$ cat src/hdl/sts_pkg.sv
`timescale 1ns / 1ps
// ----------------------------------------------------------------------------
// sts_pkg
// Types and constants shared by the sector transfer splitter modules.
// ----------------------------------------------------------------------------
package sts_pkg;

  // field widths
  localparam int BYTE_W    = 60;  // byte offsets and counts
  localparam int DIV_W     = 61;  // request end position, divider dividend
  localparam int SB_W      = 13;  // sector size register
  localparam int REM_W     = 12;  // remainder, offset inside a sector
  localparam int DSEC_W    = 49;  // absolute disk sector
  localparam int TOTAL_W   = 48;  // sectors in a run
  localparam int CFG_IDX_W = 2;

  // one restoring step per cell, one cell per quotient bit
  localparam int NUM_CELLS = DIV_W;
  // pieces per request
  localparam int NUM_SLOTS = 3;

  localparam logic [SB_W-1:0] SB_RESET = 13'd512;
  localparam logic [SB_W-1:0] SB_MAX   = 13'd4096;

  // configuration register indexes
  localparam logic [CFG_IDX_W-1:0] CFG_VOLUME_START   = 2'd0;
  localparam logic [CFG_IDX_W-1:0] CFG_VOLUME_SECTORS = 2'd1;
  localparam logic [CFG_IDX_W-1:0] CFG_SECTOR_BYTES   = 2'd2;

  typedef enum logic [1:0] {
    PIECE_PARTIAL = 2'd0,
    PIECE_FULL    = 2'd1,
    PIECE_ERROR   = 2'd2
  } piece_kind_e;

  typedef struct packed {
    logic              action;
    logic [BYTE_W-1:0] byte_offset;
    logic [BYTE_W-1:0] byte_count;
  } req_t;

  typedef struct packed {
    piece_kind_e        piece_kind;
    logic               is_write;
    logic [DSEC_W-1:0]  disk_sector;
    logic [TOTAL_W-1:0] sector_total;
    logic [REM_W-1:0]   offset_in_sector;
    logic [SB_W-1:0]    piece_bytes;
    logic [BYTE_W-1:0]  buffer_offset;
    logic               last;
  } res_t;

  // one division lane: partial remainder and dividend/quotient shift word
  typedef struct packed {
    logic [REM_W-1:0] rem;
    logic [DIV_W-1:0] dq;
  } div_lane_t;

  // what travels from cell to cell
  typedef struct packed {
    logic              wr;
    logic              err;
    logic [BYTE_W-1:0] cnt;
    div_lane_t         off_l;
    div_lane_t         end_l;
  } div_t;

endpackage

$ cat src/hdl/sts_div_cell.sv
`timescale 1ns / 1ps
// ----------------------------------------------------------------------------
// sts_div_cell
// One divider cell: a restoring step on the start and end positions of a
// request, giving one quotient bit each, then hands the item to the next cell.
// ----------------------------------------------------------------------------
module sts_div_cell import sts_pkg::*; (
  input  logic            clk_i,
  input  logic            rst_ni,
  input  logic [SB_W-1:0] sb_i,
  input  logic            valid_i,
  input  div_t            data_i,
  output logic            valid_o,
  output div_t            data_o
);

  function automatic div_lane_t div_step(div_lane_t lane, logic [SB_W-1:0] sb);
    div_lane_t       res;
    logic [SB_W-1:0] t;
    logic            q;
    t = {lane.rem, lane.dq[DIV_W-1]};
    q = (t >= sb);
    if (q) begin
      t = t - sb;
    end
    res.rem = t[REM_W-1:0];
    res.dq  = {lane.dq[DIV_W-2:0], q};
    return res;
  endfunction

  logic valid_q;
  div_t data_q;

  always_ff @(posedge clk_i or negedge rst_ni) begin
    if (!rst_ni) begin
      valid_q <= 1'b0;
    end else begin
      valid_q <= valid_i;
    end
  end

  always_ff @(posedge clk_i) begin
    data_q.wr    <= data_i.wr;
    data_q.err   <= data_i.err;
    data_q.cnt   <= data_i.cnt;
    data_q.off_l <= div_step(data_i.off_l, sb_i);
    data_q.end_l <= div_step(data_i.end_l, sb_i);
  end

  assign valid_o = valid_q;
  assign data_o  = data_q;

endmodule

$ cat config.mk
export PLATFORM = sky130hd
export DESIGN_NAME = sts_div_cell
export DESIGN_NICKNAME = d
export VERILOG_FILES = /design/src/hdl/sts_pkg.sv /design/src/hdl/sts_div_cell.sv
export SDC_FILE = /design/constraint.sdc
export NUM_CORES = 1
export LEC_CHECK = 0
export ABC_CLOCK_PERIOD_IN_PS = 800
export BUFFER_PORTS_ARGS = -buffer_cell sky130_fd_sc_hd__buf_2
export CAP_MARGIN = 20
export CORE_AREA = 3 3 168 170
export DETAILED_ROUTE_END_ITERATION = 12
export DIE_AREA = 0 0 171 173
export PLACE_DENSITY = 0.52
export SLEW_MARGIN = 20
export SYNTH_ARGS = -nofsm -noshare
export SYNTH_HDL_FRONTEND = slang
export SYNTH_SLANG_ARGS = --single-unit
$ cat constraint.sdc
create_clock -name clk_i -period 0.8 [get_ports clk_i]
set_input_delay 0.04 -clock clk_i [delete_from_list [all_inputs] [get_ports clk_i]]
set_output_delay 0.04 -clock clk_i [all_outputs]
set_load 0.1 [all_outputs]
==> key figures <==
Clocking
  • Hold buffer count at CTS: 208
  • CTS H-Tree Depth: 1
  • Clock root cell: clkbuf_16
  • Cts bufs inserted: 24
  • Clock slew at reported path FFs: 0.06 ns
  • Sink Count: 209
  • CTS max path bufs: 3
  • TritonCTS clock tree: built

Synthesis
  • Main flop type after synthesis: dfxtp_1
  • Ys async rst share: 0.478%
  • Mapped Area: 0.00578 mm²
  • Gate Count Post-Synth: 424
  • FF+latch count, synth: 209
  • Count of flip-flops with a built-in enable after synthesis: 0
  • Syn_nets: 676
  • Avg Cell Area, Syn: 13.6 µm²
  • Post-synth top area share: 72.0%
  • Synth area leader: dfxtp_1
  • Seq/Total Area, Yosys: 72.4%
  • Unique cell type count in the Yosys netlist: 52
  • Synth top area cells: dfxtp_1, ha_1, xnor2_1
  • Synth warn: 0

Routing
  • Detailed-router iteration count before antenna repair: 4
  • DRC: 0
  • Routed WL: 27,300 µm
  • DR vias: 6,122
  • Drt wl/cell: 17.9 µm
  • Starting DRT DRC Count: 251
  • Vias per inst: 4.03
  • Antenna viol nets, final: 0

Finish
  • Fillers: 2,054
  • Area occupied by multi-input gates: 0.00165 mm²
  • Layout cells sized above 1: 67.1%
  • Area Overhead vs Synth: 167%
  • NumNets Final: 1,411
  • Register area: 0.00445 mm²

GRT
  • Vias in the first global route: 6,712
  • Pin count of the biggest net entering global routing: 14
  • First-pass GRT wire length: 40,300 µm
  • Remaining Overflow, GRT: 0
  • Antenna violations before repair: 5
  • GR Util All Layers: 17.7%

Worst setup path
  • Worst Path Required: 1.21 ns
  • Setup crit start kind: input port
  • CP max stage delay: 0.40 ns
  • Cell family with most CP delay: compound AO/OA/AOI/OAI gates
  • Stages on the worst setup path: 9
  • Crit-path max FO: 6
  • Worst setup path category: input port to register
  • Setup crit end: data_o[63]$_DFF_P_
  • Crit path DAT: 1.94 ns
  • Critical path cell sequence: buf_8 > inv_8 > ha_4 > nor2b_4 > o31a_1 > or3_4 > a21oi_4 > o211ai_4 > mux2_4
  • Critical path's slowest cell: or3_4
  • Setup crit start: sb_i[1]
  • Worst setup EP type: register
  • Worst Path Buf+Inv: 2

Power
  • Tot Pwr: 35.4 mW
  • Maximum vdd ir drop: 0.00202 V
  • Leakage: 7.05 nW
  • Power Density: 2290 mW/mm²

STA
  • Hold_ws: -0.159 ns
  • Final Hold Vio Count: 2
  • Slew @ Worst Pin: 0.463 ns
  • Min cycle time layout: 1.53 ns
  • Max Freq: 0.655 GHz
  • Setup TNS: -72.22 ns
  • Final cycle utilization of the critical path: 191%
  • Slew margin rel.: 68.3%
  • Setup violators final: 235
  • RSZ-0062 raised after global routing: yes
  • Max Transition Viols Final: 0
  • Setup ws final: -0.727 ns

Hold path
  • Worst hold path type: input port to register
  • Worst min-delay path startpoint: data_i[133]

Floorplanning
  • I/O pins: 433
  • Initial Utilization: 21.5%
  • Placeable Area: 0.0269 mm²
  • Die ar.: 0.0296 mm²
  • Die Width: 171 µm
  • Die Y: 173 µm
  • Cell Rows: 60

Place
  • Port buffer count: 432
  • RePlAce Congestion: 0.839
  • Hpwl dp: 19,600 µm

Run status
  • Failing checks: hold timing, setup timing
  • Outcome: complete, but fails checks

Flow run
  • MaxCap Viol Count: 0
[Yosys cell counts, types with 4 or more instances]
library cell / n
dfxtp_1: 208
xnor2_1: 11
inv_1: 19
nand4_1: 5
o21a_1: 8
o21ai_0: 7
nand2_1: 15
nor2_1: 9
mux2_4: 6
o31a_1: 4
a21oi_1: 14
nor2b_1: 11
a21o_1: 4
o21ai_1: 13
ha_1: 26
nor3_1: 5
mux2i_1: 4
[tightest hold or removal path, stage by stage]
cell,delay (ns)
buf_2,0.07
inv_1,0.06
mux2i_1,0.13
[worst min-delay path by stage]
stage	endpoint	slack, ns	cells after the start
3_5_place_dp	valid_o$_DFF_PN0_	-0.18	1
4_1_cts	data_o[134]$_DFF_P_	-0.23	3
5_1_grt	data_o[134]$_DFF_P_	-0.14	3
2_1_floorplan	valid_o$_DFF_PN0_	-0.26	0
6_report	data_o[134]$_DFF_P_	-0.16	3
3_3_place_gp	valid_o$_DFF_PN0_	-0.18	1
[sequential cells by signal (all words and copies together) (netlist names)]
name	flops
data_o	208
valid_o	1
[routing by layer]
layer  wire [µm]  up-vias  GRT usage, %
li1            -     2930             -
met1        9630     2835          18.6
met2       13900      279          31.8
met3        1960       74          4.87
met4        1740        4          9.62
met5          21        -             0
[where the power goes]
part           internal, mW  switching (mW)
sequential             11.3           0.618
combinational          4.89            7.03
clock                  7.22            4.39
[timing repair]
action                     4_1_cts  5_1_grt
gates cloned                     1        0
gates resized for setup         22       15
pin swaps                       12        9
setup endpoints to repair      235      235
setup buffers                    5        1
hold endpoints to repair       208        2
[cell families (layout without fill, tap and decap cells)]
family,count (synthesis),count (layout),share of synthesized area [%]
adders and majority gates,28,28,6.32
xor gates and xnor gates,13,13,1.97
other,0,2,0
muxes,13,13,2.83
buffers and inverters,25,776,1.80
and+or+nand+nor,67,67,6.34
AOI/OAI and AO/OA,69,70,8.33
DFF,209,209,72.4
[cell type report]
type,instances,share of cell area (%)
timing repair buffer,714,51.7
sequential,209,28.8
multi-input combinational,191,10.7
clock buffer,35,4.67
tap,341,2.76
clock inverter,8,0.842
inverter,19,0.510
antenna,2,0.0324
[cells in the final DEF (no fill, tap or decap), types with 3 or more instances in the layout]
| cell | instances |
|---|---|
| a21o_1 | 4 |
| a21oi_1 | 14 |
| buf_12 | 210 |
| buf_2 | 220 |
| buf_4 | 69 |
| buf_6 | 6 |
| bufinv_16 | 3 |
| clkbuf_1 | 3 |
| clkbuf_16 | 24 |
| clkbuf_8 | 8 |
| clkinv_2 | 3 |
| dfxtp_2 | 206 |
| dlygate4sd3_1 | 208 |
| ha_1 | 20 |
| ha_4 | 6 |
| inv_1 | 17 |
| mux2_4 | 9 |
| mux2i_1 | 4 |
| nand2_1 | 15 |
| nand4_1 | 5 |
| nor2_1 | 9 |
| nor2b_1 | 7 |
| nor3_1 | 4 |
| o21a_1 | 8 |
| o21ai_0 | 7 |
| o21ai_1 | 13 |
| o31a_1 | 4 |
| o31ai_1 | 3 |
| or2_2 | 3 |
| or3_1 | 3 |
| xnor2_1 | 11 |
[metrics by stage]
step                utilization [%]  instance area, µm²  worst slack [ns]  hold slack, ns  cells
CTS                            57.2               15400            -0.690          -0.232   1517
finish                         57.5               15500            -0.727          -0.159   1519
floorplan                         -                6110             -1.13          -0.256    424
global placement               45.9               12300             -1.32          -0.179   1260
global route                   57.5               15500            -0.756          -0.138   1519
detailed placement             45.9               12300             -1.34          -0.184   1260
Note: power is estimated with default switching activity, not from simulation.
