<file path="src/hdl/sts_pkg.sv">
`timescale 1ns / 1ps
// ----------------------------------------------------------------------------
// sts_pkg
// Types and constants shared by the sector transfer splitter modules.
// ----------------------------------------------------------------------------
package sts_pkg;

  // field widths
  localparam int BYTE_W    = 60;  // byte offsets and counts
  localparam int DIV_W     = 61;  // request end position, divider dividend
  localparam int SB_W      = 13;  // sector size register
  localparam int REM_W     = 12;  // remainder, offset inside a sector
  localparam int DSEC_W    = 49;  // absolute disk sector
  localparam int TOTAL_W   = 48;  // sectors in a run
  localparam int CFG_IDX_W = 2;

  // one restoring step per cell, one cell per quotient bit
  localparam int NUM_CELLS = DIV_W;
  // pieces per request
  localparam int NUM_SLOTS = 3;

  localparam logic [SB_W-1:0] SB_RESET = 13'd512;
  localparam logic [SB_W-1:0] SB_MAX   = 13'd4096;

  // configuration register indexes
  localparam logic [CFG_IDX_W-1:0] CFG_VOLUME_START   = 2'd0;
  localparam logic [CFG_IDX_W-1:0] CFG_VOLUME_SECTORS = 2'd1;
  localparam logic [CFG_IDX_W-1:0] CFG_SECTOR_BYTES   = 2'd2;

  typedef enum logic [1:0] {
    PIECE_PARTIAL = 2'd0,
    PIECE_FULL    = 2'd1,
    PIECE_ERROR   = 2'd2
  } piece_kind_e;

  typedef struct packed {
    logic              action;
    logic [BYTE_W-1:0] byte_offset;
    logic [BYTE_W-1:0] byte_count;
  } req_t;

  typedef struct packed {
    piece_kind_e        piece_kind;
    logic               is_write;
    logic [DSEC_W-1:0]  disk_sector;
    logic [TOTAL_W-1:0] sector_total;
    logic [REM_W-1:0]   offset_in_sector;
    logic [SB_W-1:0]    piece_bytes;
    logic [BYTE_W-1:0]  buffer_offset;
    logic               last;
  } res_t;

  // one division lane: partial remainder and dividend/quotient shift word
  typedef struct packed {
    logic [REM_W-1:0] rem;
    logic [DIV_W-1:0] dq;
  } div_lane_t;

  // what travels from cell to cell
  typedef struct packed {
    logic              wr;
    logic              err;
    logic [BYTE_W-1:0] cnt;
    div_lane_t         off_l;
    div_lane_t         end_l;
  } div_t;

endpackage

</file>
<file path="src/hdl/sts_piece_build.sv">
`timescale 1ns / 1ps
// ----------------------------------------------------------------------------
// sts_piece_build
// Turns quotients and remainders into up to three disk commands: partial
// head, run of whole sectors, partial tail, or a single error piece.
// ----------------------------------------------------------------------------
module sts_piece_build import sts_pkg::*; #(
  parameter int SECTOR_ADDR_BITS = 48
) (
  input  logic                        clk_i,
  input  logic                        rst_ni,
  input  logic [SB_W-1:0]             sb_i,
  input  logic [SECTOR_ADDR_BITS-1:0] base_i,
  input  logic                        valid_i,
  input  div_t                        data_i,
  output logic                        load_o,
  output logic [NUM_SLOTS-1:0]        slot_v_o,
  output res_t                        slot_o [NUM_SLOTS]
);

  typedef struct packed {
    logic               wr;
    logic               err;
    logic               zero;
    logic               single;
    logic               head_mis;
    logic               tail_mis;
    logic               has_full;
    logic [DSEC_W-1:0]  first;
    logic [DSEC_W-1:0]  aligned;
    logic [DSEC_W-1:0]  last_sec;
    logic [TOTAL_W-1:0] full;
    logic [REM_W-1:0]   r_off;
    logic [REM_W-1:0]   r_end;
    logic [SB_W-1:0]    head_bytes;
    logic [BYTE_W-1:0]  cnt;
  } pre_t;

  logic             head_mis, tail_mis;
  logic [DIV_W-1:0] aligned, full_w;
  pre_t             pre_d, pre_q;
  logic             pre_v_q;

  // first sector boundary at or after the start
  assign head_mis = |data_i.off_l.rem;
  assign tail_mis = |data_i.end_l.rem;
  assign aligned  = data_i.off_l.dq + DIV_W'(head_mis);
  assign full_w   = data_i.end_l.dq - aligned;

  always_comb begin
    pre_d.wr         = data_i.wr;
    pre_d.err        = data_i.err;
    pre_d.zero       = (data_i.cnt == '0);
    pre_d.single     = head_mis & tail_mis & (data_i.off_l.dq == data_i.end_l.dq);
    pre_d.head_mis   = head_mis;
    pre_d.tail_mis   = tail_mis;
    pre_d.has_full   = (data_i.end_l.dq > aligned);
    pre_d.first      = data_i.off_l.dq[DSEC_W-1:0];
    pre_d.aligned    = aligned[DSEC_W-1:0];
    pre_d.last_sec   = data_i.end_l.dq[DSEC_W-1:0];
    pre_d.full       = full_w[TOTAL_W-1:0];
    pre_d.r_off      = data_i.off_l.rem;
    pre_d.r_end      = data_i.end_l.rem;
    pre_d.head_bytes = head_mis ? (sb_i - {1'b0, data_i.off_l.rem}) : '0;
    pre_d.cnt        = data_i.cnt;
  end

  always_ff @(posedge clk_i or negedge rst_ni) begin
    if (!rst_ni) begin
      pre_v_q <= 1'b0;
    end else begin
      pre_v_q <= valid_i;
    end
  end

  always_ff @(posedge clk_i) begin
    pre_q <= pre_d;
  end

  logic [DSEC_W-1:0] base_w, sec_head, sec_full, sec_tail;

  assign base_w   = DSEC_W'(base_i);
  assign sec_head = base_w + pre_q.first;
  assign sec_full = base_w + pre_q.aligned;
  assign sec_tail = base_w + pre_q.last_sec;

  always_comb begin
    slot_v_o = '0;
    for (int i = 0; i < NUM_SLOTS; i++) begin
      slot_o[i] = '0;
      slot_o[i].is_write = pre_q.wr;
    end
    priority if (pre_q.err) begin
      slot_v_o[0]         = 1'b1;
      slot_o[0].piece_kind = PIECE_ERROR;
      slot_o[0].last       = 1'b1;
    end else if (pre_q.zero) begin
      slot_v_o = '0;
    end else if (pre_q.single) begin
      // request inside one sector
      slot_v_o[0]               = 1'b1;
      slot_o[0].piece_kind       = PIECE_PARTIAL;
      slot_o[0].disk_sector      = sec_head;
      slot_o[0].sector_total     = TOTAL_W'(1);
      slot_o[0].offset_in_sector = pre_q.r_off;
      slot_o[0].piece_bytes      = pre_q.cnt[SB_W-1:0];
      slot_o[0].last             = 1'b1;
    end else begin
      slot_v_o[0]               = pre_q.head_mis;
      slot_o[0].piece_kind       = PIECE_PARTIAL;
      slot_o[0].disk_sector      = sec_head;
      slot_o[0].sector_total     = TOTAL_W'(1);
      slot_o[0].offset_in_sector = pre_q.r_off;
      slot_o[0].piece_bytes      = pre_q.head_bytes;
      slot_o[0].last             = ~pre_q.has_full & ~pre_q.tail_mis;

      slot_v_o[1]            = pre_q.has_full;
      slot_o[1].piece_kind    = PIECE_FULL;
      slot_o[1].disk_sector   = sec_full;
      slot_o[1].sector_total  = pre_q.full;
      slot_o[1].buffer_offset = BYTE_W'(pre_q.head_bytes);
      slot_o[1].last          = ~pre_q.tail_mis;

      // tail data sits at the end of the caller buffer
      slot_v_o[2]               = pre_q.tail_mis;
      slot_o[2].piece_kind       = PIECE_PARTIAL;
      slot_o[2].disk_sector      = sec_tail;
      slot_o[2].sector_total     = TOTAL_W'(1);
      slot_o[2].piece_bytes      = SB_W'(pre_q.r_end);
      slot_o[2].buffer_offset    = pre_q.cnt - BYTE_W'(pre_q.r_end);
      slot_o[2].last             = 1'b1;
    end
  end

  assign load_o = pre_v_q;

endmodule

</file>
<file path="config.mk">
export PLATFORM = sky130hd
export DESIGN_NAME = sts_piece_build
export DESIGN_NICKNAME = d
export VERILOG_FILES = /design/src/hdl/sts_pkg.sv /design/src/hdl/sts_piece_build.sv
export SDC_FILE = /design/constraint.sdc
export NUM_CORES = 1
export LEC_CHECK = 0
export ABC_AREA = 1
export BUFFER_PORTS_ARGS = -buffer_cell sky130_fd_sc_hd__clkbuf_2
export CAP_MARGIN = 40
export CORE_AREA = 2 2 321 323
export DETAILED_ROUTE_END_ITERATION = 8
export DIE_AREA = 0 0 323 325
export SLEW_MARGIN = 20
export SYNTH_ARGS = -nofsm -noshare
export SYNTH_HDL_FRONTEND = slang
export SYNTH_SLANG_ARGS = --single-unit
export TNS_END_PERCENT = 10
</file>
<file path="constraint.sdc">
create_clock -name clk_i -period 3.2 [get_ports clk_i]
set_clock_uncertainty 0.2 [all_clocks]
set_input_delay 0.32 -clock clk_i [delete_from_list [all_inputs] [get_ports clk_i]]
set_output_delay 0.32 -clock clk_i [all_outputs]
set_load 0.05 [all_outputs]
</file>
==> summary.md <==
| Metric | Value |
|---|---|
| Status | `complete, but fails checks` |
| Failing checks | `hold timing, setup timing` |
| Clk buf depth | `3` |
| Slew Limit Headroom | `48.4%` |
| First-pass GRT wire length | `216000 um` |
| Drt drc | `0` |
| Fraction of layout instances using a drive strength above 1 | `39.4%` |
| CTS tree | `yes` |
| Yosys reg bits | `300` |
| WP data required | `2680 ps` |
| Count of cell types in the netlist | `62` |
| Largest net degree at the start of global routing | `137` |
| Top Metal Used | `met5` |
| Final hold slack | `-4.99 ps` |
| H-Tree Depth | `2` |
| Placed instance area | `0.0410 mm2` |
| Setup TNS Final | `-47180 ps` |
| Die ar. | `0.105 mm2` |
| Fin crit share | `119%` |
| Vias in the first global route | `33835` |
| Final hold vios | `1` |
| Worst setup margin | `-593 ps` |
| Predominant post-synthesis flop cell | `dfxtp_1` |
| WP data arrival | `3270 ps` |
| Met1 wire length | `64400 um` |
| RSZ-0062 raised after global routing | `yes` |
| Fin crit period | `3790 ps` |
| Least-Margin Pin Slew | `769 ps` |
| Starting density of the core | `26.5%` |
| DR WL/cell | `21.2 um` |
| DP Wirelength | `130000 um` |
| FFs w/ async S/R, synth | `0.333%` |
| Sequential area share after synthesis | `22.4%` |
| # IOs | `834` |
| Peak VDD IR | `333 uV` |
| Post-Syn Instances | `4187` |
| Vias per inst | `4.78` |
| Drt pass-1 iters | `6` |
| Net count, final | `6379` |
| DR vias | `34784` |
| Initial antenna violation count | `29` |
| Max Cap Viol | `0` |
| Die W | `323 um` |
| Crit path max fanout | `3` |
| Die H | `325 um` |
| Routability cong. | `0.984` |
| Number of cell rows | `117` |
| Fin area | `0.0490 mm2` |
| EDFF count, synth | `0` |
| Setup Viol. Count Final | `185` |
| Syn avg cell area | `6.41 um2` |
| Overflow after GRT | `0` |
| Area growth syn-to-layout | `82.7%` |
| Worst setup path category | `flip-flop to output pin` |
| DRT iter0 DRCs | `2714` |
| CP Launch Type | `flip-flop` |
| Crit. End Element | `output pin` |
| Total GRT Usage | `28.0%` |
| Core Footprint | `0.101 mm2` |
| Tot Pwr | `19.7 mW` |
| Buffers on Ports | `590` |
| Pwr/cell area | `402 mW/mm2` |
| Post-Route WL | `155000 um` |
| DR WL met3 | `9890 um` |
| Max-slew violations | `0` |
| Root buffer cell | `clkbuf_16` |
| Antenna Nets Post-Route | `0` |
| Cell area after synthesis | `0.0268 mm2` |
| Yosys warning count | `0` |
| Met2 Routed Length | `71800 um` |
| P_leak | `23.0 nW` |
| Utilization after layout | `48.4%` |
| Total CTS buffers | `41` |
| DP Cell Count | `6940` |
| Post-Layout Cell Count | `7282` |
| Max Fclk | `0.264 GHz` |
| Type of the most critical hold path | `input port to flip-flop` |
| Clock transition at path regs | `60 ps` |
| CTS Sinks | `300` |
-- state kept, by name, indices dropped and copies added (netlist names) --
| name | flops |
|---|---|
| pre_q | 298 |
| load_o | 1 |
| slot_o | 1 |
-- logic make-up (layout without fill, tap and decap cells) --
group / Yosys count / count (layout) / synth area share, %
AOI/OAI and AO/OA: 1025 / 1025 / 20.9
xor gates and xnor gates: 120 / 120 / 3.91
adders and majority gates: 234 / 234 / 11.1
buffers and inverters: 930 / 2404 / 16.5
DFF: 300 / 300 / 22.4
other: 1 / 254 / 0.0140
and+or+nand+nor: 1577 / 1577 / 25.2
-- metrics by stage --
step                setup WS (ps)  hold slack [ps]
finish                       -593            -4.99
global route                 -787             17.7
CTS                          -706             9.47
detailed placement          -1050             -104
global placement            -1000             -105
floorplan                    -507             -176
-- metal layers --
layer / track usage [%] / vias up
met3: 4.12 / 346
li1: - / 16765
met1: 35.3 / 16301
met2: 46.6 / 1352
met5: 0 / -
met4: 13.0 / 20
-- Yosys cell counts (all sizes together) (10+ instances only) --
library cell  count  area (um2)
nand2           644        2490
inv             642        2410
nor2            606        2380
a21oi           484        2430
o21ai           348        1750
dfxtp           299        5990
buf             252        1880
ha              228        2850
nand3           124         656
xor2             78         683
nor3             67         340
nand4            55         350
nor4             54         350
a31oi            44         275
xnor2            42         368
o21a             38         285
clkbuf           36         135
o21bai           21         158
a21o             20         150
a31o             16         140
o22ai            10        62.6
-- final cells by class --
class                           instances  area, um2
Clock buffer                           53       1130
Fill cell                            9984      52300
Inverter                              642       2430
Tap cell                             1368       1710
Multi-Input combinational cell       3199      21300
Antenna cell                           11       27.5
Clock inverter                         20        344
Sequential cell                       300       6050
Timing Repair Buffer                 1689      16000
-- final timing paths --
| check | from | to | cells after the start |
|---|---|---|---|
| min in group asynchronous | rst_ni | load_o | 3 |
| min | data_i[74] | pre_q[244] | 2 |
| max | pre_q[73] | slot_o[57] | 20 |
| max in group asynchronous | rst_ni | load_o | 3 |
-- cells in the final DEF, fill, tap and decap left out, drive strengths merged, types with 67 or more instances in the layout --
cell type and instances:
nand3 124, o21ai 348, buf 1176, dfxtp 299, conb 243, clkbuf 363, nor3 67, nand2 644
dlygate4sd3 201, xor2 78, ha 228, inv 644, nor2 606, a21oi 484
-- timing repair --
action | in CTS | in global routing
pin swaps | 70 | 143
hold endpoints to repair | 207 | 4
setup buffers | 25 | 41
hold buffers | 202 | 3
resized for setup | 527 | 468
endpoints found under the setup margin | 205 | 219
-- worst max-delay path, cell delays in order, from the launching register on --
cell,delay [ps]
dfxtp_2,370
ha_4,150
inv_2,40
fa_2,410
a31oi_4,170
inv_2,70
nand3_2,80
nand2_4,70
nor2_4,130
nand2_4,70
nor2_4,150
nand2_4,80
nor2_4,110
nand2_4,80
nor2_4,100
nand2_1,60
nand2_1,80
inv_1,40
nor2_1,90
buf_4,130
buf_12,130
-- where the power goes --
| group | switching (mW) | leakage (nW) | internal, mW |
|---|---|---|---|
| Sequential | 0.194 | 2.53 | 4.07 |
| Combinational | 6.14 | 19.7 | 4.21 |
| Clock | 2.04 | 0.710 | 3.08 |
| Total | 8.37 | 23.0 | 11.4 |
No activity file was read; power rests on OpenSTA's default activity.
