$ cat src/hdl/sts_pkg.sv
`timescale 1ns / 1ps
// ----------------------------------------------------------------------------
// sts_pkg
// Types and constants shared by the sector transfer splitter modules.
// ----------------------------------------------------------------------------
package sts_pkg;

  // field widths
  localparam int BYTE_W    = 60;  // byte offsets and counts
  localparam int DIV_W     = 61;  // request end position, divider dividend
  localparam int SB_W      = 13;  // sector size register
  localparam int REM_W     = 12;  // remainder, offset inside a sector
  localparam int DSEC_W    = 49;  // absolute disk sector
  localparam int TOTAL_W   = 48;  // sectors in a run
  localparam int CFG_IDX_W = 2;

  // one restoring step per cell, one cell per quotient bit
  localparam int NUM_CELLS = DIV_W;
  // pieces per request
  localparam int NUM_SLOTS = 3;

  localparam logic [SB_W-1:0] SB_RESET = 13'd512;
  localparam logic [SB_W-1:0] SB_MAX   = 13'd4096;

  // configuration register indexes
  localparam logic [CFG_IDX_W-1:0] CFG_VOLUME_START   = 2'd0;
  localparam logic [CFG_IDX_W-1:0] CFG_VOLUME_SECTORS = 2'd1;
  localparam logic [CFG_IDX_W-1:0] CFG_SECTOR_BYTES   = 2'd2;

  typedef enum logic [1:0] {
    PIECE_PARTIAL = 2'd0,
    PIECE_FULL    = 2'd1,
    PIECE_ERROR   = 2'd2
  } piece_kind_e;

  typedef struct packed {
    logic              action;
    logic [BYTE_W-1:0] byte_offset;
    logic [BYTE_W-1:0] byte_count;
  } req_t;

  typedef struct packed {
    piece_kind_e        piece_kind;
    logic               is_write;
    logic [DSEC_W-1:0]  disk_sector;
    logic [TOTAL_W-1:0] sector_total;
    logic [REM_W-1:0]   offset_in_sector;
    logic [SB_W-1:0]    piece_bytes;
    logic [BYTE_W-1:0]  buffer_offset;
    logic               last;
  } res_t;

  // one division lane: partial remainder and dividend/quotient shift word
  typedef struct packed {
    logic [REM_W-1:0] rem;
    logic [DIV_W-1:0] dq;
  } div_lane_t;

  // what travels from cell to cell
  typedef struct packed {
    logic              wr;
    logic              err;
    logic [BYTE_W-1:0] cnt;
    div_lane_t         off_l;
    div_lane_t         end_l;
  } div_t;

endpackage

$ cat src/hdl/sts_emit.sv
`timescale 1ns / 1ps
// ----------------------------------------------------------------------------
// sts_emit
// Holds the pieces of one request and shifts them out one per cycle through
// the output register.
// ----------------------------------------------------------------------------
module sts_emit import sts_pkg::*; (
  input  logic                 clk_i,
  input  logic                 rst_ni,
  input  logic                 load_i,
  input  logic [NUM_SLOTS-1:0] slot_v_i,
  input  res_t                 slot_i [NUM_SLOTS],
  output logic                 res_valid_o,
  output res_t                 res_o
);

  logic [NUM_SLOTS-1:0] slot_v_q;
  res_t                 slot_q [NUM_SLOTS];
  logic                 res_valid_q;
  res_t                 res_q;

  always_ff @(posedge clk_i or negedge rst_ni) begin
    if (!rst_ni) begin
      slot_v_q    <= '0;
      res_valid_q <= 1'b0;
    end else begin
      res_valid_q <= slot_v_q[0];
      if (load_i) begin
        slot_v_q <= slot_v_i;
      end else begin
        slot_v_q <= {1'b0, slot_v_q[NUM_SLOTS-1:1]};
      end
    end
  end

  always_ff @(posedge clk_i) begin
    res_q <= slot_q[0];
    if (load_i) begin
      slot_q <= slot_i;
    end else begin
      for (int i = 0; i < NUM_SLOTS - 1; i++) begin
        slot_q[i] <= slot_q[i+1];
      end
    end
  end

  assign res_valid_o = res_valid_q;
  assign res_o       = res_q;

`ifndef SYNTHESIS
  // a new request never lands on pieces still waiting to go out
  a_load_empty: assert property (@(posedge clk_i) disable iff (!rst_ni)
    load_i |-> !slot_v_q[1] && !slot_v_q[2])
    else $error("piece slots overwritten before drained");

  a_err_last: assert property (@(posedge clk_i) disable iff (!rst_ni)
    (res_valid_o && res_o.piece_kind == PIECE_ERROR) |-> res_o.last)
    else $error("error piece not marked last");
`endif

endmodule

$ cat config.mk
export PLATFORM = sky130hd
export DESIGN_NAME = sts_emit
export DESIGN_NICKNAME = d
export VERILOG_FILES = /design/src/hdl/sts_pkg.sv /design/src/hdl/sts_emit.sv
export SDC_FILE = /design/constraint.sdc
export NUM_CORES = 1
export LEC_CHECK = 0
export BUFFER_PORTS_ARGS = -buffer_cell sky130_fd_sc_hd__buf_2
export CAP_MARGIN = 20
export CORE_AREA = 3 3 292 294
export DETAILED_ROUTE_END_ITERATION = 6
export DIE_AREA = 0 0 295 297
export SYNTH_ARGS = -nofsm -noshare
export SYNTH_HDL_FRONTEND = slang
export SYNTH_SLANG_ARGS = --single-unit
$ cat constraint.sdc
create_clock -name clk_i -period 1.16 [get_ports clk_i]
set_input_delay 0.116 -clock clk_i [delete_from_list [all_inputs] [get_ports clk_i]]
set_output_delay 0.116 -clock clk_i [all_outputs]
set_load 0.005 [all_outputs]
==> Flow_metrics.wiki, run 1 <==
{| class="wikitable"
! Metric !! Value
|-
| Status || complete, but fails checks
|-
| Violated checks || negative setup slack
|-
| Via count of the first global-routing pass || between 15000 and 20000
|-
| Std-Cell Rows || 106
|-
| Ratio of cells with drive above 1 in the final layout || a little over half
|-
| Count of port buffers added during placement || between 700 and 800
|-
| Largest stage delay on the critical path || roughly 0.36 ns
|-
| Share of the core filled with cells in the final layout || between 40% and 50%
|-
| Crit path max fanout || 1
|-
| Multiplexer area fraction after synthesis || around a quarter
|-
| Setup total negative slack || -0.391 ns
|-
| Static Leakage || 16.7 nW
|-
| WP data arrival || about 1.1 ns
|-
| Area fraction in and, or, nand and nor cells after synthesis || less than 1%
|-
| Most frequent standard cell in the layout excluding fill and tap cells || sky130_fd_sc_hd__buf_2
|-
| Maximum achievable frequency || 822 MHz
|-
| Category of the worst setup path capture point || output pin
|-
| NumNets Final || 3140
|-
| Placed insts || 2997
|-
| Gate count of the mapped netlist || 1165
|-
| Tightest Hold Check Type || in -> reg
|-
| Met2 routed wirelength || 36000 µm
|-
| Overall track demand over capacity in global routing || 14.6%
|-
| Seq cells post-synth || roughly 750
|-
| Combined area of all synthesized cells || between 20000 and 25000 µm²
|-
| Wl on met1 || approximately 26000 µm
|-
| Worst Setup Start Kind || flop
|-
| Area overhead of the layout relative to synthesis || 62.4%
|-
| Detailed-route via count || ~15000
|-
| RSZ-0062 raised after global routing || yes
|-
| Die height || around 300 µm
|-
| Average via count per standard cell || just under 4
|-
| CTS tree || built
|-
| Final Hold Violating Endpoints || 0
|-
| Buffer and inverter count on the worst path || 1
|-
| Clk_skew || between 0.03 and 0.04 ns
|-
| Maximum clock insertion buffer count || 3
|-
| Starting density of the core || between 20% and 30%
|-
| Combinational family with the most area after synthesis || multiplexers
|-
| Reported max-cap violation count || 0
|-
| Number of distinct standard cells referenced by the synthesized netlist || 10
|-
| Wire length of the first global-routing pass || 97000 µm
|-
| Highest Signal Layer || met5
|-
| Global placer's final weighted congestion || 0.892
|-
| Summed area of non-filler cells in the final layout || approximately 37000 µm²
|-
| Register-to-register setup slack || about 0.32 ns
|-
| Met3 WL post-DR || roughly 4200 µm
|-
| Remaining antenna violation count after routing || 0
|-
| Post-route fraction of the period consumed by the critical path || 105%
|-
| Routed wire length || between 60000 and 70000 µm
|-
| Crit-path cells || buf_6
|-
| Power, Total || between 60 and 70 mW
|-
| Per-cell routed wire length || approximately 18 µm
|-
| DRT iter0 DRCs || between 500 and 600
|-
| Power per Cell Area || about 1600 nW/µm²
|-
| Worst slack on hold paths || between 0.2 and 0.25 ns
|-
| Cell type of the slowest stage on the worst timing path || sky130_fd_sc_hd__dfxtp_4
|-
| Worst IR Drop VDD || approximately 1.3 mV
|-
| Per-instance average area after synthesis || roughly 20 µm²
|-
| Gate family responsible for the most delay along the worst path || flip-flops
|-
| Count of unresolved DRC violations after routing || 0
|-
| Worst-margin pin slew || 0.324 ns
|-
| Placeable core area || about 83000 µm²
|-
| Area post-placement || between 20000 and 30000 µm²
|-
| Xor-xnor portion of the synthesized cell area || 0%
|-
| Data required time of the critical path || between 1 and 1.5 ns
|-
| Count of warnings emitted by yosys || 0
|-
| Post-synthesis compound-gate area fraction || 0%
|-
| Total half-perimeter wirelength after legalization and detailed placement || 45200 µm
|-
| Root Driver || sky130_fd_sc_hd__clkbuf_16
|-
| H-tree level count || 3
|-
| Shortest period the worst path allows || around 1.2 ns
|-
| Adder-cell area share of the yosys netlist || 0%
|-
| Setup ws final || -0.0572 ns
|-
| Number of setup violations in the final report || 20
|-
| Insertion delay of the later-clocked pin in the worst-skew pair || around 0.62 ns
|-
| Sequential area share after synthesis || 73.6%
|-
| Total clock buffers created by CTS || roughly 80
|-
| Setup WS pre-CTS || -0.0769 ns
|-
| Pin count of the biggest net entering global routing || 36
|-
| Relative slew slack || between 70% and 80%
|-
| Count of placed standard cells in the final layout, fillers left out || roughly 3700
|-
| Highest-count cells in the layout ignoring fill and taps || 666 x sky130_fd_sc_hd__buf_2, 563 x sky130_fd_sc_hd__dlygate4sd3_1, 453 x sky130_fd_sc_hd__dfxtp_1
|-
| Boundary pin count || between 700 and 800
|-
| Classification of the worst setup path || reg -> out
|-
| Slew Limit Fails || 0
|-
| Floorplan die width || a little under 300 µm
|-
| Synthesized net count || about 1700
|-
| Drt pass-1 iters || 5
|-
| Antenna violations before repair || 27
|-
| Total congestion overflow || 0
|-
| Clock net sink count || around 750
|-
| Clock Pin Slew Worst Setup and Hold Paths || approximately 0.06 ns
|-
| Full die area || between 80000 and 90000 µm²
|}
## Yosys cell counts (all sizes together)
cell	count	share of area [%]
dfrtp	4	0.44
dfxtp	558	49
buf	42	2.3
edfxtp	186	24
and2	1	0.027
mux2	374	24
## layout make-up
type                    instances  area (µm²)
well taps                    1080        1350
clock buffers                 123        2240
diodes                         19        47.5
clock inverters                23         259
multi-input cells             375        5530
flip-flops and latches        748       17000
repair buffers               1373       10800
fillers                      7051       46000
## repair_timing
action / 4_1_cts / 5_1_grt
gates cloned: 0 / 10
endpoints found under the hold margin: 570 / 0
setup buffers: 0 / 5
endpoints found under the setup margin: 187 / 266
hold buffers: 564 / 0
resized for setup: 85 / 126
## power breakdown
group,internal (mW),total (mW),switching (mW)
Sequential,29.3,30.2,0.890
Clock,13.7,24.1,10.3
Combinational,4.63,6.75,2.12
Total,47.7,61.0,13.4
## registers in the layout, indices dropped and copies added, names as in the netlist
signal       cells
res_o          186
res_valid_o      1
slot_q         558
slot_v_q         3
## metal layers
metal	GRT usage (%)	up-vias
met5	0	-
met4	7.52	2
met3	3.94	173
met2	26.3	524
met1	15.5	7154
li1	-	6950
## logic make-up (layout without fill, tap and decap cells)
kind of cell | Yosys count | count (layout)
buffers and inverters | 42 | 1519
multiplexers | 374 | 374
other | 0 | 19
flip-flops | 748 | 748
AND/OR/NAND/NOR | 1 | 1
## path summary, 6_finish.rpt
kind,from,end,cells past startpoint
max in group asynchronous,rst_ni,slot_v_q[2],3
min,slot_i[13],slot_q[13],2
max,res_o[84],res_o[84],1
max reg2reg,slot_q[186],slot_q[372],1
min reg2reg,slot_q[438],res_o[66],0
min in group asynchronous,rst_ni,slot_v_q[0],3
Note: power is estimated with default switching activity, not from simulation.
==> inputs of run 2 (changes only) <==
- ABC_AREA: default -> 1
- CORE_AREA: 3 3 292 294 -> 3 3 294 296
- DIE_AREA: 0 0 295 297 -> 0 0 297 299
- PLACE_DENSITY_LB_ADDON: default -> 0.15
- clock period: 1.16 -> 1 ns (I/O delays scaled with it)
==> run 2 against run 1 <==
  * Final area is 2.1% lower
  * Via count grew 18%
  * Sequential power rose by 15%
  * Global-route usage rose by 0.26 points
  * Core utilization is 1.3 points lower
  * Critical endpoint is now res_valid_o
  * Total power increased by 20%
  * Synthesized cell count up 68%
  * Wire length is 1.8% lower
  * Clock power rose by 33%
  * Largest power group unchanged
  * The run ends with negative hold slack, negative setup slack left
==> Flow_metrics.wiki, run 2 <==
{| class="wikitable"
! Metric !! Value
|-
| Status || complete, but fails checks
|-
| Violated checks || negative hold slack, negative setup slack
|-
| Floorplan die width || 297 µm (+0.68%)
|-
| Worst IR Drop VDD || 1.20 mV (-5.3%)
|-
| Largest stage delay on the critical path || 0.35 ns (about the same)
|-
| Area share of the leading cell type in the synthesized netlist || 51.5% (+2.7 points)
|-
| Std-Cell Rows || 106 (unchanged)
|-
| Register-to-register setup slack || 0.28 ns (-0.04 ns)
|-
| Number of cells traversed by the worst register-to-register path || 2 (+1)
|-
| Synth cell count leaders || 1123 x sky130_fd_sc_hd__nand2_1, 558 x sky130_fd_sc_hd__dfxtp_1, 186 x sky130_fd_sc_hd__edfxtp_1, 37 x sky130_fd_sc_hd__buf_2, 24 x sky130_fd_sc_hd__buf_6
|-
| Worst slack on hold paths || -0.0708 ns (-0.272 ns)
|-
| Multiplexer area fraction after synthesis || 0% (-24 points)
|-
| Remaining antenna violation count after routing || 0 (unchanged)
|-
| Total half-perimeter wirelength after legalization and detailed placement || 48100 µm (+6.5%)
|-
| Worst min-delay path startpoint || load_i
|-
| Pin count of the biggest net entering global routing || 56 (+56%)
|-
| Boundary pin count || 751 (unchanged)
|-
| Total clock buffers created by CTS || 84 (+7.7%)
|-
| Library cell with the largest summed area after synthesis || sky130_fd_sc_hd__dfxtp_1
|-
| Adder-cell area share of the yosys netlist || 0% (unchanged)
|-
| Synthesized net count || 2520 (+46%)
|-
| Combined area of all synthesized cells || 21700 µm² (-5.3%)
|-
| Shortest period the worst path allows || 1.20 ns
|-
| Buffer and inverter count on the worst path || 1 (unchanged)
|-
| Total congestion overflow || 0 (unchanged)
|-
| Final Hold Violating Endpoints || 8 (+8)
|-
| Clock Pin Slew Worst Setup and Hold Paths || 0.06 ns (about the same)
|-
| Highest Signal Layer || met5
|-
| Worst-margin pin slew || 0.269 ns (-0.0549 ns)
|-
| Category of the worst setup path capture point || output pin
|-
| Reported max-cap violation count || 0 (unchanged)
|-
| Data required time of the critical path || 0.90 ns (-0.14 ns)
|-
| Wire length of the first global-routing pass || 104000 µm (+6.8%)
|-
| Highest-count cells in the layout ignoring fill and taps || 1123 x sky130_fd_sc_hd__nand2_1, 651 x sky130_fd_sc_hd__buf_2, 572 x sky130_fd_sc_hd__dlygate4sd3_1
|-
| Detailed-route via count || 17500 (+18%)
|-
| Crit path max fanout || 1 (unchanged)
|-
| Area fraction in and, or, nand and nor cells after synthesis || 19.4% (+19 points)
|-
| Routed wire length || 67800 µm (-1.8%)
|-
| Post-route fraction of the period consumed by the critical path || 120%
|-
| Overall track demand over capacity in global routing || 14.9% (+0.26 points)
|-
| Count of warnings emitted by yosys || 0 (unchanged)
|-
| Power, Total || 73.4 mW (+20%)
|-
| WP data arrival || 1.10 ns (about the same)
|-
| Area post-placement || 26900 µm² (-3.7%)
|-
| Crit-path cells || buf_2
|-
| Number of distinct standard cells referenced by the synthesized netlist || 10 (unchanged)
|-
| Main synth FF type || sky130_fd_sc_hd__dfxtp_1
|-
| Setup total negative slack || -26.73 ns (-26.34 ns)
|-
| Register name with the most flops || slot_q
|-
| Combinational family with the most area after synthesis || simple AND/OR/NAND/NOR gates
|-
| Launching element of the worst setup path || res_valid_o
|-
| Area overhead of the layout relative to synthesis || 67.8%
|-
| NumNets Final || 3898 (+24%)
|-
| Wl on met1 || 26000 µm (+0.95%)
|-
| Power Internal || 57.2 mW (+20%)
|-
| Static Leakage || 17.3 nW (+3.5%)
|-
| Max FFs per register || 558 (unchanged)
|-
| Insertion delay of the later-clocked pin in the worst-skew pair || 0.63 ns (about the same)
|-
| Via count of the first global-routing pass || 19100 (+14%)
|-
| Number of enable flip-flop cells after synthesis || 186 (unchanged)
|-
| Ratio of cells with drive above 1 in the final layout || 30.9% (-22 points)
|-
| Gate count of the mapped netlist || 1956 (+68%)
|-
| Average via count per standard cell || 3.85 (-2.7%)
|-
| Count of placed standard cells in the final layout, fillers left out || 4554 (+22%)
|-
| Most frequent standard cell in the layout excluding fill and tap cells || sky130_fd_sc_hd__nand2_1
|-
| Fraction of power consumed by sequential logic || 47.2% (-2.3 points)
|-
| H-tree level count || 3 (unchanged)
|-
| Power per Cell Area || 2020 nW/µm² (+23%)
|-
| Full die area || 88800 µm² (+1.4%)
|-
| Net Switching || 16.1 mW (+21%)
|-
| Antenna violations before repair || 13 (-52%)
|-
| Proportion of power drawn by the clock network || 43.7% (+4.2 points)
|-
| Root Driver || sky130_fd_sc_hd__clkbuf_16
|-
| Drt pass-1 iters || 5 (unchanged)
|-
| Placed insts || 3810 (+27%)
|-
| Xor-xnor portion of the synthesized cell area || 0% (unchanged)
|-
| # hold bufs at CTS || 572 (+1.4%)
|-
| Share of the core filled with cells in the final layout || 43.4% (-1.3 points)
|-
| Seq cells post-synth || 748 (unchanged)
|-
| Met3 WL post-DR || 4830 µm (+15%)
|-
| Worst Setup Start Kind || flop
|-
| Setup ws final || -0.202 ns (-0.145 ns)
|-
| Sequential area share after synthesis || 77.7% (+4.1 points)
|-
| Starting density of the core || 25.9% (-1.7 points)
|-
| Count of unresolved DRC violations after routing || 0 (unchanged)
|-
| Slew Limit Fails || 0 (unchanged)
|-
| Number of setup violations in the final report || 187 (+840%)
|-
| Global placer's final weighted congestion || 0.804 (-9.9%)
|-
| Tightest Hold Check Type || in -> reg
|-
| Placeable core area || 83800 µm² (+0.80%)
|-
| Die height || 299 µm (+0.67%)
|-
| Per-instance average area after synthesis || 11.1 µm² (-44%)
|-
| Fraction of synthesis flops using an asynchronous set or reset pin || 0.535% (unchanged)
|-
| Launching point of the worst reg2reg path || slot_q[6]
|-
| Maximum clock insertion buffer count || 3 (unchanged)
|-
| Per-cell routed wire length || 14.9 µm (-19%)
|-
| Gate family responsible for the most delay along the worst path || flip-flops
|-
| Hold Crit Depth || 4 (+2)
|-
| Classification of the worst setup path || reg -> out
|-
| Clk_skew || 0.0160 ns (-0.0143 ns)
|-
| DRT iter0 DRCs || 693 (+22%)
|-
| CTS tree || built
|-
| Summed area of non-filler cells in the final layout || 36400 µm² (-2.1%)
|-
| RSZ-0062 raised after global routing || yes
|-
| Switching part of the total || 22.0% (+0.099 points)
|-
| Count of port buffers added during placement || 750 (unchanged)
|-
| Cell count along the critical path || 1 (unchanged)
|-
| Clock net sink count || 748 (unchanged)
|-
| Portion of total power attributed to combinational logic || 9.1% (-2.0 points)
|-
| Relative slew slack || 82.1% (+3.7 points)
|-
| Post-synthesis compound-gate area fraction || 0% (unchanged)
|-
| Leading post-synthesis cells by cell area || sky130_fd_sc_hd__dfxtp_1 51%, sky130_fd_sc_hd__edfxtp_1 26%, sky130_fd_sc_hd__nand2_1 19%, sky130_fd_sc_hd__buf_6 1.2%, sky130_fd_sc_hd__buf_2 0.85%
|-
| Setup WS pre-CTS || -0.0482 ns (+0.0288 ns)
|-
| Cell type of the slowest stage on the worst timing path || sky130_fd_sc_hd__dfrtp_1
|-
| Met2 routed wirelength || 34600 µm (-3.9%)
|-
| Most used standard cell by instance count after synthesis || sky130_fd_sc_hd__nand2_1
|-
| Maximum achievable frequency || slightly above 800 MHz
|}
## run 2: cell count changes in the layout (fill, tap and decap cells not counted), moves of 7 or more
cell	change
sky130_fd_sc_hd__dlygate4sd3_1	+9
sky130_fd_sc_hd__bufinv_16	+7
sky130_fd_sc_hd__clkbuf_1	-22
sky130_fd_sc_hd__buf_12	+16
sky130_fd_sc_hd__mux2_2	-25
sky130_fd_sc_hd__clkinv_2	+7
sky130_fd_sc_hd__clkbuf_8	+7
sky130_fd_sc_hd__dfxtp_2	+8
sky130_fd_sc_hd__nand2_1	+1123
sky130_fd_sc_hd__buf_6	+12
sky130_fd_sc_hd__mux2_4	-349
sky130_fd_sc_hd__buf_2	-15
sky130_fd_sc_hd__buf_16	-8
## run 2: final cells by class
type | count | area (µm²)
tap | 1134 | 1420
sequential | 748 | 17000
clock inverter | 42 | 503
inverter | 2 | 20.0
clock buffer | 116 | 2460
fill | 7985 | 47400
timing repair buffer | 1375 | 10800
antenna | 14 | 35.0
multi-input combinational | 1123 | 4220
## run 2: routing by layer
metal,vias to the layer above,global-route usage (%)
li1,8857,-
met1,7960,16.1
met2,567,26.6
met3,141,4.87
met4,2,6.12
met5,-,0
## run 2: power by group through the flow
stage | logic (mW) | registers [mW] | clock network, mW
3_3_place_gp | 4.49 | 35.1 | 0
3_5_place_dp | 4.51 | 35.1 | 0
6_report | 6.70 | 34.6 | 32.1
5_1_grt | 7.41 | 34.9 | 34.3
4_1_cts | 6.57 | 34.5 | 33.1
2_1_floorplan | 1.64 | 35.0 | 0
## run 2: what timing repair did
item	CTS	global route
setup endpoints to repair	187	187
hold endpoints to repair	565	9
gates resized for setup	108	116
setup buffers	0	0
## run 2: cells by family after synthesis
kind of cell | after synthesis
AND/OR/NAND/NOR | 1123
buffers and inverters | 85
flip-flops | 748
## run 2: worst paths after layout
kind                                    end
max in group asynchronous       res_valid_o
worst min register to register    res_o[57]
worst max-delay path            res_valid_o
min in group asynchronous       slot_v_q[0]
worst min-delay path            slot_q[423]
worst max register to register  slot_q[192]
